==> src/sv/wyh_pkg.sv <==
// wyh_pkg: shared constants and types for the wyhash stream block
// no dependencies
`default_nettype none
package wyh_pkg;

    localparam int WYH_WINDOW_WORDS = 8;
    localparam int WYH_LENGTH_BITS  = 64;

    localparam logic [63:0] WYH_SECRET0 = 64'ha0761d6478bd642f;
    localparam logic [63:0] WYH_SECRET1 = 64'he7037ed1a0b428db;
    localparam logic [63:0] WYH_SECRET2 = 64'h8ebc6af09c88c6e3;
    localparam logic [63:0] WYH_SECRET3 = 64'h589965cc75374cc3;

    localparam logic [5:0] WYH_BLOCK_BYTES = 6'd48;
    localparam logic [5:0] WYH_FOLD_BYTES  = 6'd16;
    localparam logic [3:0] WYH_WORD_BYTES  = 4'd8;

    typedef enum logic [2:0] {
        ST_IDLE,
        ST_ABSORB,
        ST_FIN_PREP,
        ST_FOLD,
        ST_FIN_AB,
        ST_FIN_LEN
    } wyh_state_t;

    typedef struct packed {
        logic        start;
        logic [63:0] x;
        logic [63:0] y;
    } wyh_mix_req_t;

    typedef struct packed {
        logic        done;
        logic [63:0] result;
    } wyh_mix_rsp_t;

endpackage
`default_nettype wire

==> src/sv/wyh_mix.sv <==
// wyh_mix: iterative 64x64 multiply, high half xor low half
// one 32x32 multiplier reused over four partial products; uses wyh_pkg
`default_nettype none
module wyh_mix
    import wyh_pkg::*;
(
    input  wire logic         clk,
    input  wire logic         rst_n,
    input  wire wyh_mix_req_t req,
    output wyh_mix_rsp_t      rsp
);

    logic [63:0]  x_reg, y_reg;
    logic [63:0]  pp_reg, pp_next;
    logic [127:0] acc_reg, acc_next;
    logic [2:0]   step_reg, step_next;
    logic         busy_reg, busy_next;
    logic [31:0]  mul_a, mul_b;
    logic [127:0] pp_shifted;

    // partial product order: lo*lo, lo*hi, hi*lo, hi*hi
    always_comb
    begin
        case (step_reg)
            3'd0:    begin mul_a = x_reg[31:0];  mul_b = y_reg[31:0];  end
            3'd1:    begin mul_a = x_reg[31:0];  mul_b = y_reg[63:32]; end
            3'd2:    begin mul_a = x_reg[63:32]; mul_b = y_reg[31:0];  end
            default: begin mul_a = x_reg[63:32]; mul_b = y_reg[63:32]; end
        endcase
    end

    // shift of the product registered in the previous step
    always_comb
    begin
        case (step_reg)
            3'd1:    pp_shifted = {64'd0, pp_reg};
            3'd2:    pp_shifted = {32'd0, pp_reg, 32'd0};
            3'd3:    pp_shifted = {32'd0, pp_reg, 32'd0};
            3'd4:    pp_shifted = {pp_reg, 64'd0};
            default: pp_shifted = '0;
        endcase
    end

    always_comb
    begin
        pp_next   = pp_reg;
        acc_next  = acc_reg;
        step_next = step_reg;
        busy_next = busy_reg;
        if (req.start)
        begin
            acc_next  = '0;
            step_next = 3'd0;
            busy_next = 1'b1;
        end
        else if (busy_reg)
        begin
            pp_next  = {32'd0, mul_a} * {32'd0, mul_b};
            acc_next = acc_reg + pp_shifted;
            if (step_reg == 3'd5)
                busy_next = 1'b0;
            else
                step_next = step_reg + 3'd1;
        end
    end

    always_ff @(posedge clk or negedge rst_n)
    begin
        if (!rst_n)
        begin
            busy_reg <= 1'b0;
            step_reg <= 3'd0;
        end
        else
        begin
            busy_reg <= busy_next;
            step_reg <= step_next;
        end
    end

    always_ff @(posedge clk)
    begin
        if (req.start)
        begin
            x_reg <= req.x;
            y_reg <= req.y;
        end
        pp_reg  <= pp_next;
        acc_reg <= acc_next;
    end

    assign rsp.done   = busy_reg && (step_reg == 3'd5);
    assign rsp.result = acc_reg[127:64] ^ acc_reg[63:0];

endmodule
`default_nettype wire

==> config.mk <==
export PLATFORM = sky130hd
export DESIGN_NAME = wyh_mix
export DESIGN_NICKNAME = d
export VERILOG_FILES = /design/src/sv/wyh_pkg.sv /design/src/sv/wyh_mix.sv
export SDC_FILE = /design/constraint.sdc
export NUM_CORES = 2
export LEC_CHECK = 0
export BUFFER_PORTS_ARGS = -buffer_cell sky130_fd_sc_hd__buf_4
export CAP_MARGIN = 30
export CORE_UTILIZATION = 50
export CTS_CLUSTER_SIZE = 20
export DETAILED_ROUTE_END_ITERATION = 16
export PLACE_DENSITY = 0.65
export SLEW_MARGIN = 25
export SYNTH_ARGS = -nofsm -noshare
export SYNTH_HDL_FRONTEND = slang
export SYNTH_SLANG_ARGS = --single-unit
==> constraint.sdc <==
create_clock -name clk -period 28.1 [get_ports clk]
set_input_delay 2.81 -clock clk [delete_from_list [all_inputs] [get_ports clk]]
set_output_delay 2.81 -clock clk [all_outputs]
set_load 0.01 [all_outputs]
==> results.json <==
{
  "status": "complete, but fails checks",
  "failed_checks": "design-rule violations",
  "drt_iter0_markers": 4218,
  "worst_slew_pin_slew_ns": 1.10,
  "ios": 196,
  "dp_hpwl_um": 158000,
  "cp.required_ns": 28.51,
  "clk_pin_slew_ns": 0.06,
  "synth_area_um2": 53400,
  "synth_compound_area_share_pct": 10.6,
  "synth_fp_nets": 7397,
  "synth_ff_type": "edfxtp_1",
  "ys_seq_elements": 324,
  "rsz0062_at_grt": "false",
  "fin_crit_ns": 10.79,
  "grt_max_degree": 79,
  "maxSlewHeadroom_pct": 26.5,
  "hold_path_depth": 2,
  "largest_reg_flops": 128,
  "final_antenna_net_count": 0,
  "num_rows": 119,
  "firstDrtPassIters": 14,
  "crit_fanout": 52,
  "finalCritPeriodShare_pct": 38.4,
  "critPathLaunch": "step_reg[2]",
  "grt_pass1_wl_um": 295000,
  "critical_path_class": "reg2reg",
  "num_vias": 44600,
  "grt-ovfl-total": 0,
  "cp-end-kind": "flop",
  "timing.fmax_mhz": 92.7,
  "postCtsSetupRepairBufs": 0,
  "fp.dieW_um": 329,
  "async_flop_share_pct": 1.23,
  "syn_area_per_cell_um2": 8.93,
  "synth.distinct_cells": 90,
  "synth-xor-area-share_pct": 3.95,
  "drive_above_1_share_pct": 8.33,
  "setup_viol": 0,
  "io_buffer_count": 195,
  "core_um2": 106000,
  "first_global_vias": 45500,
  "drv_cap": 0,
  "muxShareOfSynthArea_pct": 3.45,
  "synth_top_family_by_area": "adder cells",
  "r2r_start": "step_reg[2]",
  "synth_seq_area_share_pct": 15.8,
  "gp_congestion": 1.06,
  "clk_latency_ns": 0.67,
  "path_common_cell": "fa_1",
  "skew_ns": 0.0467,
  "yosys_warnings": 0,
  "route.detailed.drc": 18,
  "hold_class": "reg2reg",
  "wl_um": 202000,
  "vias_per_cell": 6.01,
  "cts_inserted_buffers": 41,
  "groute.usage.overall_pct": 37.6,
  "reg2reg_depth": 30,
  "dieArea_um2": 108000,
  "cts_sinks": 324,
  "htree_levels": 2,
  "syn_inst": 5974,
  "worst_path_max_delay_cell": "dfrtp_1",
  "fin_nets": 7417,
  "setup_tns_ns": 0,
  "post_drt_wl_per_cell_um": 27.3,
  "area_delta_synth_final_pct": 8.41,
  "slowest_delay_ns": 0.91,
  "cts_hold_buf": 0,
  "start_util_pct": 50.6,
  "hold_end": "acc_reg[51]",
  "tritoncts": "built",
  "cts_buffer_depth": 3,
  "die_h_um": 329,
  "synth-simple-area-share_pct": 14.6,
  "synth_edf_count": 192,
  "arrival_ns": 11.20,
  "synthAdderAreaFrac_pct": 42.9,
  "post_cts_resize_count": 0,
  "clockRootBuffer": "clkbuf_16",
  "reg2reg_to": "pp_reg[62]",
  "antenna_found_initial": 2,
  "finalMaxSlewViolations": 0,
  "hp-start": "acc_reg[51]",
  "hold_viol": 0,
  "rrSetupSlack_ns": 17.31,
  "critPathLaunchType": "flop"
}
-- worst max-delay path, delay by kind of cell, from the launching register on --
kind	cells	cell delay (ns)
xor gates and xnor gates	1	0.13
and+or+nand+nor	4	0.59
AOI/OAI and AO/OA	8	2.24
muxes	1	0.34
DFF	1	0.91
adders and majority gates	9	4.44
buffers and inverters	7	1.80
-- logic make-up after synthesis --
logic type	Yosys count
simple gates	1845
mux	176
xor+xnor	241
fa+ha+maj	1292
compound gates	873
buf+inv	1223
flops	324
-- area by class of cell --
| type | instances | area, um2 |
|---|---|---|
| antenna | 3 | 7.51 |
| clock buffer | 48 | 1070 |
| clock inverter | 28 | 359 |
| fill | 9679 | 47700 |
| inverter | 926 | 3480 |
| multi-input combinational | 4427 | 40600 |
| sequential | 324 | 8430 |
| tap | 1391 | 1740 |
| timing repair buffer | 274 | 2150 |
-- through the flow --
step | cells | utilization (%) | area (um2) | hold slack (ns) | worst slack (ns)
2_1_floorplan | 5974 | - | 53400 | 0.457 | 18.80
3_3_place_gp | 7336 | 53.3 | 56300 | 0.487 | 17.45
3_5_place_dp | 7338 | 53.4 | 56300 | 0.504 | 17.29
4_1_cts | 7414 | 54.7 | 57800 | 0.507 | 17.32
5_1_grt | 7418 | 54.8 | 57900 | 0.522 | 16.80
6_report | 7421 | 54.8 | 57900 | 0.512 | 17.31
-- worst max path at each step --
stage	to	slack, ns	depth (start not counted)
2_1_floorplan	pp_reg[57]	18.80	30
3_3_place_gp	pp_reg[51]	17.45	28
3_5_place_dp	pp_reg[60]	17.29	30
4_1_cts	pp_reg[60]	17.32	30
5_1_grt	pp_reg[60]	16.80	29
6_report	pp_reg[62]	17.31	30
-- cell usage in the layout, fill, tap and decap left out, types with 14 or more instances in the layout --
master,count
nand2_1,685
o21a_1,33
nand3_1,36
clkbuf_16,41
nand2b_1,20
mux2i_2,43
o21bai_1,42
a21oi_1,267
fa_1,897
mux2_2,64
nor2b_1,24
nor2_1,805
a31oi_1,24
o21ai_1,14
a22o_1,75
and3_1,51
and2_1,47
nor3_1,33
nand4_1,81
dfxtp_1,128
o31ai_1,18
inv_1,925
ha_1,395
edfxtp_1,192
a21o_1,100
xor2_1,137
mux2i_1,62
o21ai_0,172
buf_4,267
xnor2_1,104
-- cells in the mapped netlist, drive strengths merged, types with 34 or more instances --
master	instances	share of area, %
nor2	806	5.7
nor3	34	0.33
xnor2	104	1.7
ha	395	9.3
a22o	75	1.2
nand4	82	0.97
dfxtp	128	4.8
and3	52	0.62
nand2	685	4.8
fa	897	34
clkbuf	262	1.8
mux2i	112	2.1
a21oi	268	2.5
nand3	37	0.36
xor2	137	2.2
and2	48	0.56
a21o	101	1.4
inv	926	6.5
mux2	64	1.4
o21ai	193	1.9
buf	35	0.29
o21bai	43	0.61
edfxtp	192	11
-- per-layer routing --
metal  wire (um)  global-route usage (%)
met5         163                       0
met2       88900                    58.3
met3       23200                    11.1
met1       74700                    46.1
met4       15300                    23.5
Power is left out: the tool's default activity adds up to more than one toggle a clock period on the data nets, which glitch-free logic cannot reach.
